<file path="src/rtl/core/pcc_pkg.sv">
`timescale 1ns / 1ps
`default_nettype none

package pcc_pkg;

  localparam int PIXEL_BITS = 8;
  localparam int NUM_FEAT   = 9;
  localparam int NUM_CH     = 3;
  localparam int NUM_REGS   = 7;
  localparam int NUM_COEF   = NUM_FEAT * NUM_CH;
  localparam int COEF_BITS  = 16;
  localparam int FEAT_BITS  = 17;
  localparam int TERM_BITS  = 21;
  localparam int PART_BITS  = 22;
  localparam int SUM_BITS   = 24;
  localparam int REG_BITS   = 64;
  localparam int ADDR_BITS  = 6;
  localparam int IDX_BITS   = 3;

  // register indexes
  localparam logic [IDX_BITS-1:0] REG_COEF_0_3   = 3'd0;
  localparam logic [IDX_BITS-1:0] REG_COEF_4_7   = 3'd1;
  localparam logic [IDX_BITS-1:0] REG_COEF_8_11  = 3'd2;
  localparam logic [IDX_BITS-1:0] REG_COEF_12_15 = 3'd3;
  localparam logic [IDX_BITS-1:0] REG_COEF_16_19 = 3'd4;
  localparam logic [IDX_BITS-1:0] REG_COEF_20_23 = 3'd5;
  localparam logic [IDX_BITS-1:0] REG_COEF_24_26 = 3'd6;

  localparam int LAST_REG_BITS = 48;

  // identity mapping after reset
  localparam logic [REG_BITS-1:0] COEF_RESET [NUM_REGS] = '{
    64'h0000_0000_0000_1000,
    64'h0000_0000_0000_0000,
    64'h0000_1000_0000_0000,
    64'h0000_0000_0000_0000,
    64'h0000_0000_0000_0000,
    64'h0000_0000_0000_1000,
    64'h0000_0000_0000_0000
  };

  typedef logic [PIXEL_BITS-1:0]       pixel_t;
  typedef logic [FEAT_BITS-1:0]        feat_t;
  typedef feat_t [NUM_FEAT-1:0]        feat_vec_t;
  typedef logic [COEF_BITS-1:0]        coef_t;
  typedef coef_t [NUM_FEAT-1:0]        coef_row_t;
  typedef logic signed [SUM_BITS-1:0]  sum_t;

  typedef struct packed {
    logic norm_en;
    logic feat_en;
    logic term_en;
    logic part_en;
    logic sum_en;
    logic out_en;
  } pipe_ctl_t;

endpackage

`default_nettype wire

</file>
<file path="src/rtl/core/pcc_merge.sv">
`timescale 1ns / 1ps
`default_nettype none

module pcc_merge (
  input  wire logic                clk,
  input  wire pcc_pkg::pipe_ctl_t  ctl,
  input  wire pcc_pkg::sum_t       sum_r,
  input  wire pcc_pkg::sum_t       sum_g,
  input  wire pcc_pkg::sum_t       sum_b,
  output pcc_pkg::pixel_t          red,
  output pcc_pkg::pixel_t          green,
  output pcc_pkg::pixel_t          blue
);

  pcc_pkg::pixel_t red_next, green_next, blue_next;

  // sum*255 + half, then take the integer part, clamp to 0..255
  function automatic pcc_pkg::pixel_t scale(input pcc_pkg::sum_t s);
    logic signed [32:0] t;
    pcc_pkg::pixel_t o;
    t = (33'(s) <<< pcc_pkg::PIXEL_BITS) - 33'(s) + 33'sd32768;
    priority if (t[32]) begin
      o = '0;
    end else if (|t[31:16+pcc_pkg::PIXEL_BITS]) begin
      o = '1;
    end else begin
      o = t[16 +: pcc_pkg::PIXEL_BITS];
    end
    return o;
  endfunction

  always_comb begin
    red_next   = scale(sum_r);
    green_next = scale(sum_g);
    blue_next  = scale(sum_b);
  end

  always_ff @(posedge clk) begin
    if (ctl.out_en) begin
      red   <= red_next;
      green <= green_next;
      blue  <= blue_next;
    end
  end

endmodule

`default_nettype wire
</file>
<file path="config.mk">
export PLATFORM = sky130hd
export DESIGN_NAME = pcc_merge
export DESIGN_NICKNAME = d
export VERILOG_FILES = /design/src/rtl/core/pcc_pkg.sv /design/src/rtl/core/pcc_merge.sv
export SDC_FILE = /design/constraint.sdc
export NUM_CORES = 1
export LEC_CHECK = 0
export ABC_AREA = 1
export BUFFER_PORTS_ARGS = -buffer_cell sky130_fd_sc_hd__buf_2
export CORE_MARGIN = 1
export CORE_UTILIZATION = 44
export CTS_CLUSTER_SIZE = 30
export DETAILED_ROUTE_END_ITERATION = 8
export SYNTH_ARGS = -nofsm -noshare
export SYNTH_HDL_FRONTEND = slang
export SYNTH_SLANG_ARGS = --single-unit
export TNS_END_PERCENT = 10
</file>
<file path="constraint.sdc">
create_clock -name clk -period 3.6 [get_ports clk]
set_input_delay 0.36 -clock clk [delete_from_list [all_inputs] [get_ports clk]]
set_output_delay 0.36 -clock clk [all_outputs]
set_load 0.005 [all_outputs]
</file>
Yosys cells after proc, flatten, opt, wreduce, memory -nomap -nowiden:

Index checks and enable logic that the tools add are counted.

* add/sub/neg operators: 6
* reduce and logical (&&, ||, !) cells: 3
* mux-type cells: 3

Operator list (number)
* $add 33x17->33 const B: 3
* $sub 32x24->33: 3
* $mux 8: 3
* $reduce_or 8->1: 3

* logic and storage cells: 15
* register bits after elaboration: 24
* bits of input ports: 79
* output and inout port bits: 24

Depth between registers and ports, before layout:

* depth in word-level cells: 4
* gate-level depth with buffers: 20
* depth with buffers taken out: 20

Worst setup path after synthesis:

No wires, ideal clock.

* path type: input -> register
* start point: input port sum_r[23]
* end point: register red[0], data pin
* path buffers: 0
* data required time: 3.320 ns
* stages: 14
* arrival time: 2.199 ns
* slack: 1.121 ns
* setup time: 0.280 ns
* cell sequence: inv_1 ha_1 ha_1 nand2_1 nor2_1 inv_1 nor3_1 nand2_1 nand4_1 nand2_1 nor2_1 nand2_1 nor2_4 a21oi_1

* word-level cells in the longest chain between the ends: 4

Ends and longest elaborated chain
* start: declaration: RTL line pcc_merge.sv:7 `input wire pcc_pkg::sum_t sum_r,`
* $sub 32x24->33 (*): RTL line pcc_merge.sv:21 `t = (33'(s) <<< pcc_pkg::PIXEL_BITS) - 33'(s) + 33'sd32768;`
* $add 33x17->33 (*): RTL line pcc_merge.sv:21
* $reduce_or 8->1: RTL line pcc_merge.sv:24 `end else if (|t[31:16+pcc_pkg::PIXEL_BITS]) begin`
* $mux 8: RTL line pcc_merge.sv:24
* end signal: assignment: RTL line pcc_merge.sv:40 `red <= red_next;`
* end: declaration: RTL line pcc_merge.sv:10 `output pcc_pkg::pixel_t red,`

Mark *: on every way between the ends. The rest lies on a longest branch, timed or not.
A chain may end at the register's enable or synchronous reset.

Worst setup path after layout:

* start point: input port sum_r[23]
* end point: register red[6], data pin

The elaborated chain is that of the path after synthesis.

==> impl_metrics.env <==
export IMPL_status="finished clean"
export IMPL_ys_ff_latch=24
export IMPL_clk_path_buf_depth=2
export IMPL_dieArea_sq_um=17800
export IMPL_synth_seq_area_share=0.0950
export IMPL_rsz0062_at_grt="false"
export IMPL_syn_mean_instance_area_sq_um=5.58
export IMPL_end_kind="flop"
export IMPL_slowest_stage="ha_1"
export IMPL_vias=8138
export IMPL_finalWirelength_mm=21.0
export IMPL_fmax_ghz=0.358
export IMPL_slowest_delay_ns=0.41
export IMPL_drc=0
export IMPL_initialDrtViolationCount=406
export IMPL_relSlewSlack=0.555
export IMPL_synth_top_family_by_area="simple AND/OR/NAND/NOR gates"
export IMPL_nNetsFinal=1678
export IMPL_cts_tree="built"
export IMPL_numCtsBuffers=3
export IMPL_worst_path_max_fanout=9
export IMPL_power_density_nw_per_um2=235
export IMPL_setup_viol=0
export IMPL_hold_path_class="input port to flop"
export IMPL_port_buffers=97
export IMPL_grt_overflow=0
export IMPL_viasPerCell=4.84
export IMPL_root_buffer="clkbuf_16"
export IMPL_cts_clk_slew_worst_paths_ns=0.07
export IMPL_die_h_um=133
export IMPL_drive_gt1_frac=0.108
export IMPL_wl_met2_mm=9.71
export IMPL_finalMaxSlewViolations=0
export IMPL_synthAdderAreaFrac=0.231
export IMPL_grt_pass1_vias=7624
export IMPL_post_cts_buffers=0
export IMPL_synthTopCellsByArea="nand2_1 (24%), ha_1 (22%), inv_1 (15%), edfxtp_1 (9.5%), nor2_1 (6.1%)"
export IMPL_top_layer="met4"
export IMPL_hold_violations=0
export IMPL_grt_pass1_wl_mm=35.4
export IMPL_setup_tns_ns=0
export IMPL_dpl_cell_area_sq_um=8340
export IMPL_layout_setup_ws_ns=0.810
export IMPL_cp_start_kind="input port"
export IMPL_tightest_slew_ns=0.665
export IMPL_num_rows=47
export IMPL_grtUsageTotal=0.246
export IMPL_dr_wl_met3_um=753
export IMPL_synth_nets=1576
export IMPL_hold_buffers=0
export IMPL_fin_crit_sh=0.775
export IMPL_cp_arrival_ns=2.77
export IMPL_synth_compound_area_share=0.0566
export IMPL_syn_inst=1359
export IMPL_ant_nets=0
export IMPL_vdd_drop_max_mv=0.180
export IMPL_yosysTopAreaCell="nand2_1"
export IMPL_grt_max_degree=25
export IMPL_clock_sinks=24
export IMPL_yosysTopAreaCellShare=0.240
export IMPL_synth_xor_area_share=0.0277
export IMPL_synthMuxAreaShare=0
export IMPL_fin_util=0.504
export IMPL_first_pass_iters=5
export IMPL_routedWlPerCell_um=12.5
export IMPL_initial_core_util=0.454
export IMPL_ctsResizeCount=0
export IMPL_min_period_ns=2.79
export IMPL_critPathKind="input port to flop"
export IMPL_pre_cts_ws_ns=0.546
export IMPL_die_x_um=133
export IMPL_holdWs_ns=0.648
export IMPL_p_leak_nw=5.21
export IMPL_place_congestion=0.912
export IMPL_crit_chain="buf_2 > inv_1 > ha_1 > ha_1 > nand2_1 > nor2_1 > and2_1 > nand3_1 > nand4_1 > nand2_1 > nor2_1 > nand2_1 > nor2_4 > a21oi_1"
export IMPL_htreeDepth=1
export IMPL_final_cells=1680
export IMPL_wl_met1_mm=10.1
export IMPL_netlist_area_sq_um=7580
export IMPL_dp_cells=1676
export IMPL_diodes=0
export IMPL_crit_path_frequent_cell="nand2_1"
export IMPL_drv_cap=0
export IMPL_yosys_warnings=0
export IMPL_place_hpwl_mm=18.9
export IMPL_io_pins=103
export IMPL_total_power_mw=1.98
export IMPL_syn_to_final_growth_pct=11.1
export IMPL_worstPathRequired_ns=3.58
export IMPL_n_fill_cell=1918
export IMPL_antenna_found_initial=0
export IMPL_yosys_area_share_simple=0.431
export IMPL_core_sq_um=16700
export IMPL_synthDistinctLibCells=32
export IMPL_design_area_sq_um=8420
synthesized netlist by cell type (all sizes together):
master,n
xor2,21
o21bai,1
nand3,79
nand4,27
edfxtp,24
clkinv,1
xnor2,3
nor3,10
nand2,499
ha,135
a21oi,51
a21o,1
a31o,2
o21ai,8
fa,3
inv,321
nand3b,1
nor2,152
and2,3
a31oi,15
a21boi,1
nor3b,1
worst max-delay path: cells and delay by family:
family                   cells  cell delay, ns
AND/OR/NAND/NOR              9            1.26
adder cells (fa/ha/maj)      2            0.71
AO/OA/AOI/OAI                1            0.10
buffers and inverters        2            0.35
path summary, 6_finish.rpt:
kind	from	end	slack (ns)	cells past startpoint
worst max-delay path	sum_r[23]	red[6]$_SDFFCE_PP0P_	0.81	14
worst min-delay path	ctl[0]	blue[3]$_SDFFCE_PP0P_	0.65	1
sequential cells by signal (all words and copies together), names as in the netlist:
register,cells
blue,8
green,8
red,8
where the power goes:
group | switching [mW] | internal, mW | total [mW]
sequential | 0.00873 | 0.349 | 0.358
combinational | 0.895 | 0.476 | 1.37
clock | 0.101 | 0.149 | 0.250
placed cells by master, fill, tap and decap left out, types with 9 or more instances in the layout:
| master | netlist | layout |
|---|---|---|
| a21oi_1 | 51 | 51 |
| a31oi_1 | 15 | 15 |
| buf_2 | 0 | 97 |
| edfxtp_1 | 24 | 24 |
| ha_1 | 135 | 135 |
| inv_1 | 312 | 312 |
| inv_2 | 9 | 9 |
| nand2_1 | 485 | 485 |
| nand2_2 | 13 | 13 |
| nand3_1 | 78 | 78 |
| nand4_1 | 27 | 27 |
| nor2_1 | 124 | 124 |
| nor2_2 | 21 | 21 |
| xor2_1 | 21 | 21 |
layout make-up:
cell class | instances | area (sq um) | area share
Clock inverter | 1 | 3.75 | 0.000446
Clock buffer | 3 | 75.1 | 0.00891
Timing Repair Buffer | 97 | 485 | 0.0576
Tap cell | 220 | 275 | 0.0327
Sequential cell | 24 | 721 | 0.0856
Multi-Input combinational cell | 1013 | 5650 | 0.671
Inverter | 322 | 1210 | 0.143
cells by family (layout without fill, tap and decap cells):
group                    after synthesis  count (layout)
AO/OA/AOI/OAI                         79              79
XOR/XNOR                              24              24
adder cells (fa/ha/maj)              138             138
buffers and inverters                322             423
flip-flops                            24              24
AND/OR/NAND/NOR                      772             772
metal layers:
metal | vias up | track usage
met1 | 3555 | 0.331
met4 | 0 | 0.0524
met3 | 31 | 0.0164
li1 | 4388 | -
met5 | - | 0
met2 | 164 | 0.429
Power figures use the tool's default switching activity.
