<file path="src/rtl/core/pcc_pkg.sv">
`timescale 1ns / 1ps
`default_nettype none

package pcc_pkg;

  localparam int PIXEL_BITS = 8;
  localparam int NUM_FEAT   = 9;
  localparam int NUM_CH     = 3;
  localparam int NUM_REGS   = 7;
  localparam int NUM_COEF   = NUM_FEAT * NUM_CH;
  localparam int COEF_BITS  = 16;
  localparam int FEAT_BITS  = 17;
  localparam int TERM_BITS  = 21;
  localparam int PART_BITS  = 22;
  localparam int SUM_BITS   = 24;
  localparam int REG_BITS   = 64;
  localparam int ADDR_BITS  = 6;
  localparam int IDX_BITS   = 3;

  // register indexes
  localparam logic [IDX_BITS-1:0] REG_COEF_0_3   = 3'd0;
  localparam logic [IDX_BITS-1:0] REG_COEF_4_7   = 3'd1;
  localparam logic [IDX_BITS-1:0] REG_COEF_8_11  = 3'd2;
  localparam logic [IDX_BITS-1:0] REG_COEF_12_15 = 3'd3;
  localparam logic [IDX_BITS-1:0] REG_COEF_16_19 = 3'd4;
  localparam logic [IDX_BITS-1:0] REG_COEF_20_23 = 3'd5;
  localparam logic [IDX_BITS-1:0] REG_COEF_24_26 = 3'd6;

  localparam int LAST_REG_BITS = 48;

  // identity mapping after reset
  localparam logic [REG_BITS-1:0] COEF_RESET [NUM_REGS] = '{
    64'h0000_0000_0000_1000,
    64'h0000_0000_0000_0000,
    64'h0000_1000_0000_0000,
    64'h0000_0000_0000_0000,
    64'h0000_0000_0000_0000,
    64'h0000_0000_0000_1000,
    64'h0000_0000_0000_0000
  };

  typedef logic [PIXEL_BITS-1:0]       pixel_t;
  typedef logic [FEAT_BITS-1:0]        feat_t;
  typedef feat_t [NUM_FEAT-1:0]        feat_vec_t;
  typedef logic [COEF_BITS-1:0]        coef_t;
  typedef coef_t [NUM_FEAT-1:0]        coef_row_t;
  typedef logic signed [SUM_BITS-1:0]  sum_t;

  typedef struct packed {
    logic norm_en;
    logic feat_en;
    logic term_en;
    logic part_en;
    logic sum_en;
    logic out_en;
  } pipe_ctl_t;

endpackage

`default_nettype wire

</file>
<file path="src/rtl/core/pcc_feat.sv">
`timescale 1ns / 1ps
`default_nettype none

module pcc_feat (
  input  wire logic                clk,
  input  wire pcc_pkg::pipe_ctl_t  ctl,
  input  wire pcc_pkg::pixel_t     red,
  input  wire pcc_pkg::pixel_t     green,
  input  wire pcc_pkg::pixel_t     blue,
  output pcc_pkg::feat_vec_t       feat
);

  pcc_pkg::feat_t norm_r, norm_g, norm_b;
  pcc_pkg::feat_t norm_r_next, norm_g_next, norm_b_next;
  logic [2*pcc_pkg::FEAT_BITS-1:0] prod [6];
  pcc_pkg::feat_vec_t feat_next;

  // x*65536/255 rounded: 257*x plus one when x is in the upper half
  function automatic pcc_pkg::feat_t normalize(input pcc_pkg::pixel_t x);
    return {1'b0, x, x} + pcc_pkg::FEAT_BITS'(x[pcc_pkg::PIXEL_BITS-1]);
  endfunction

  always_comb begin
    norm_r_next = normalize(red);
    norm_g_next = normalize(green);
    norm_b_next = normalize(blue);
  end

  always_ff @(posedge clk) begin
    if (ctl.norm_en) begin
      norm_r <= norm_r_next;
      norm_g <= norm_g_next;
      norm_b <= norm_b_next;
    end
  end

  always_comb begin
    prod[0] = 34'(norm_r) * 34'(norm_g);
    prod[1] = 34'(norm_r) * 34'(norm_b);
    prod[2] = 34'(norm_g) * 34'(norm_b);
    prod[3] = 34'(norm_r) * 34'(norm_r);
    prod[4] = 34'(norm_g) * 34'(norm_g);
    prod[5] = 34'(norm_b) * 34'(norm_b);
    feat_next[0] = norm_r;
    feat_next[1] = norm_g;
    feat_next[2] = norm_b;
    for (int i = 0; i < 6; i++) begin
      feat_next[i+3] = pcc_pkg::FEAT_BITS'((prod[i] + 34'd32768) >> 16);
    end
  end

  always_ff @(posedge clk) begin
    if (ctl.feat_en) begin
      feat <= feat_next;
    end
  end

endmodule

`default_nettype wire

</file>
<file path="config.mk">
export PLATFORM = sky130hd
export DESIGN_NAME = pcc_feat
export DESIGN_NICKNAME = d
export VERILOG_FILES = /design/src/rtl/core/pcc_pkg.sv /design/src/rtl/core/pcc_feat.sv
export SDC_FILE = /design/constraint.sdc
export NUM_CORES = 2
export LEC_CHECK = 0
export BUFFER_PORTS_ARGS = -buffer_cell sky130_fd_sc_hd__buf_2
export CAP_MARGIN = 20
export CORE_UTILIZATION = 49
export DETAILED_ROUTE_END_ITERATION = 16
export GPL_ROUTABILITY_DRIVEN = 0
export PLACE_DENSITY = 0.65
export SYNTH_ARGS = -nofsm -noshare
export SYNTH_HDL_FRONTEND = slang
export SYNTH_SLANG_ARGS = --single-unit
</file>
<file path="constraint.sdc">
create_clock -name clk -period 10.2 [get_ports clk]
set_input_delay 0 -clock clk [delete_from_list [all_inputs] [get_ports clk]]
set_output_delay 0 -clock clk [all_outputs]
set_load 0.1 [all_outputs]
</file>
---- Word-level counts from Yosys, hierarchy flattened ----
Index checks and enable logic that the tools add are counted.
W data, S select, Z words.
cells by class
  add/subtract/negate cells ............... 9
  multiply operators ...................... 6
operators by type and width
  operator                  number
  $add A33 B16 Y33 const B  6
  $mul A17 B17 Y33          6
  $add A16 B1 Y17           3
word-level totals
  register bits after elaboration ......... 204
  output and inout port bits .............. 153

---- Longest topological paths before layout ----
  depth in word-level cells ............... 2
  depth in mapped cells ................... 25

---- Worst setup path after synthesis ----
OpenSTA, ideal clock, no wires.
  kind .................................... register to register
  start ................................... register norm_g[15]
  end ..................................... register feat[67] (netlist name) (data pin)
  data arrival time ....................... 6.152 ns
  data required time ...................... 9.940 ns
  path slack .............................. 3.788 ns
  stages on the path, launching flop included .. 23
  path buffers ............................ 2
  cell sequence ........................... edfxtp_1 clkbuf_1 clkbuf_1 nand2_1 fa_1 inv_1 fa_1 fa_1 fa_1 fa_1 inv_1 fa_1 inv_1 ha_1 a21o_1 a21o_1 a21o_1 or3_1 nor4_1 o21ai_1 a31o_2 a21oi_1 xnor2_1
RTL lines
  element                   line            text
  start: declaration        pcc_feat.sv:13  pcc_pkg::feat_t norm_r, norm_g, norm_b;
  start signal: assignment  pcc_feat.sv:32  norm_g <= norm_g_next;
  end signal: assignment    pcc_feat.sv:54  feat <= feat_next;
  end: declaration          pcc_feat.sv:10  output pcc_pkg::feat_vec_t feat

==> results.py <==
metrics = {
    "run_status": {
        "run_status": "finished, violations left",
        "violations": "design-rule violations",
    },
    "global_routing": {
        "grt_pass1_wl_um": 219000,
        "antenna_found_initial": 4,
        "track_usage_pct": 24.3,
        "grt_start_max_net_pins": 64,
        "grt_overflow": 0,
        "grt_pass1_vias": 41237,
    },
    "critical_path": {
        "regToRegSetupSlack_ns": 2.48,
        "reg2reg_from": "norm_g[8]$_DFFE_PP_",
        "critPathLaunchType": "flop",
        "worstPathRequired_ns": 10.53,
        "crit_fanout": 29,
        "timing.rr.end": "feat[135]$_DFFE_PP_",
        "r2r_cells": 21,
        "crit_start": "norm_g[8]$_DFFE_PP_",
        "crit_type": "reg2reg",
        "critPathArrivalTime_ns": 8.05,
        "crit_end": "feat[135]$_DFFE_PP_",
        "end_kind": "flop",
    },
    "drt": {
        "antenna_left": 0,
        "drt_iter0_drc": 1894,
        "avgRoutedWirePerCell_um": 17.9,
        "first_pass_iters": 11,
        "dr_wl_met3_um": 7390,
        "met2_length_um": 66300,
        "drt_wl_total_um": 133000,
        "drc": 14,
        "top_layer_used": "met4",
        "viasPerCell": 5.10,
        "wl_met1_um": 56300,
        "dr_total_vias": 37920,
    },
    "timing": {
        "setup_violations": 0,
        "fmax_mhz": 130,
        "min_period_over_period_pct": 75.7,
        "fin_crit_ns": 7.72,
        "tightestPinTransition_ns": 0.934,
        "hold_viol_final": 0,
        "skew_ns": 0.0264,
        "maxSlewHeadroom_pct": 36.1,
        "finalWorstSetupSlack_ns": 2.48,
        "slew_violations": 0,
        "rsz0062_at_grt": "false",
        "final.setup.tns_ns": 0,
    },
    "min_path": {
        "min_path_type": "in2reg",
    },
    "placed_design": {
        "dp_hpwl_um": 101000,
        "port_buffers": 179,
        "place_worst_setup_slack_ns": 2.49,
        "detailed_place.area_um2": 59000,
    },
    "clocking": {
        "cts_tree": "yes",
        "htreeDepth": 4,
        "clk_latency_ns": 0.58,
        "cts_buffers": 17,
        "cts_root_buf": "clkbuf_16",
        "cts_resized": 0,
        "cts.clk_slew.worst_paths_ns": 0.11,
        "numClockSinks": 198,
        "clock_path_buffers": 2,
    },
    "die": {
        "fp.dieW_um": 342,
        "rows": 124,
        "core_area_um2": 115000,
        "die_area_um2": 117000,
        "boundaryPins": 184,
        "die_y_um": 342,
        "initial_core_util_pct": 49.4,
    },
    "layout": {
        "drive_above_1_share_pct": 5.20,
        "syn2layout_area_growth_pct": 6.11,
        "diodes": 0,
        "final_cell_area_um2": 60100,
        "final_nets": 7861,
    },
    "synthesis": {
        "synth-seq-cells": 198,
        "synth_edf_count": 198,
        "postSynthCellCount": 5852,
        "ys_seq_area_share_pct": 10.5,
        "ys_warn_count": 0,
        "syn-mean-instance-area_um2": 9.67,
        "ys_types": 68,
        "synth_ff_type": "edfxtp_1",
        "synth_nets": 7801,
        "syn-cell-area_um2": 56600,
        "synthArstFlopShare_pct": 0,
    },
    "run": {
        "maxCapViolations": 0,
    },
}
-- cells by family after synthesis --
| family | count (synthesis) | synth area share (%) |
|---|---|---|
| adders and majority gates | 1918 | 59.0 |
| buffers and inverters | 1893 | 12.6 |
| and+or+nand+nor | 1404 | 12.2 |
| DFF | 198 | 10.5 |
| xor gates and xnor gates | 160 | 2.48 |
| muxes | 3 | 0.0597 |
| AOI/OAI and AO/OA | 276 | 3.23 |
-- stage by stage --
step / hold slack [ns] / cells / utilization, %
finish: 0.201 / 7437 / 52.5
global route: 0.203 / 7437 / 52.5
CTS: 0.168 / 7436 / 52.4
detailed placement: 0.329 / 7361 / 51.5
global placement: 0.329 / 7361 / 51.5
floorplan: 0.112 / 5852 / -
-- worst max-delay path, cell delays in order (launching register included) --
cell	delay (ns)
edfxtp_1	0.88
buf_4	0.54
nand2_1	0.18
fa_1	0.57
inv_1	0.05
fa_1	0.52
inv_1	0.05
fa_1	0.49
inv_1	0.04
ha_1	0.29
fa_1	0.50
fa_1	0.41
ha_1	0.30
a211oi_1	0.28
nand2_1	0.09
o21ai_0	0.53
a31oi_1	0.31
a311oi_1	0.44
o21ai_0	0.30
a221o_1	0.41
a21oi_1	0.19
xnor2_1	0.09
-- cell usage after synthesis (all sizes together) (13+ instances only) --
| master | count | area, um2 |
|---|---|---|
| a21o | 42 | 315 |
| a21oi | 78 | 394 |
| a31oi | 18 | 119 |
| and2 | 527 | 3300 |
| and3 | 17 | 106 |
| clkbuf | 241 | 905 |
| edfxtp | 198 | 5950 |
| fa | 1248 | 25000 |
| ha | 670 | 8380 |
| inv | 1639 | 6150 |
| nand2 | 648 | 2430 |
| nand3 | 26 | 130 |
| nor2 | 98 | 368 |
| nor2b | 28 | 175 |
| nor3 | 18 | 90.1 |
| o21a | 13 | 97.6 |
| o21ai | 49 | 245 |
| xnor2 | 102 | 893 |
| xor2 | 58 | 508 |
-- repair_timing --
| item | in CTS | in global routing |
|---|---|---|
| hold buffers | 43 | 0 |
| setup buffers | 0 | 0 |
| endpoints found under the hold margin | 80 | 0 |
| endpoints found under the setup margin | 0 | 0 |
-- registers in the layout (all words and copies together) (netlist names) --
register  count
feat        150
norm_r       16
norm_g       16
norm_b       16
-- final cells by class --
type / instances / area, um2
Fill cell: 10445 / 54400
Multi-Input combinational cell: 3761 / 43500
Clock buffer: 17 / 425
Inverter: 1642 / 6160
Tap cell: 1512 / 1890
Timing Repair Buffer: 292 / 1920
Clock inverter: 15 / 190
Sequential cell: 198 / 5950
-- metal layers --
layer / vias up / global-route usage [%]
li1: 17262 / -
met1: 19490 / 32.4
met2: 1012 / 41.5
met3: 156 / 3.30
met4: 0 / 6.64
met5: - / 0
-- cells in the final DEF (no fill, tap or decap), drive strengths merged, types with 13 or more instances in the layout --
cell type / count
a21o: 42
o21ai: 49
dlygate4sd3: 43
nor3: 18
a21oi: 78
edfxtp: 198
buf: 249
and2: 527
xor2: 58
clkbuf: 17
nand2: 648
and3: 17
xnor2: 102
nor2b: 28
o21a: 13
a31oi: 18
fa: 1248
inv: 1649
nor2: 98
ha: 670
nand3: 26
-- worst min path at each step --
| stage | slack [ns] | cells past startpoint | endpoint | start |
|---|---|---|---|---|
| floorplan | 0.11 | 0 | feat[0]$_DFFE_PP_ | ctl[4] |
| CTS | 0.17 | 2 | norm_b[14]$_DFFE_PP_ | ctl[5] |
| global route | 0.20 | 2 | norm_b[9]$_DFFE_PP_ | ctl[5] |
| finish | 0.20 | 2 | norm_b[9]$_DFFE_PP_ | ctl[5] |
| detailed placement | 0.33 | 2 | norm_g[4]$_DFFE_PP_ | green[4] |
| global placement | 0.33 | 2 | norm_g[4]$_DFFE_PP_ | green[4] |
Power is not shown: default switching activity piles up to over one toggle a cycle in this logic, so the estimate is an artifact.
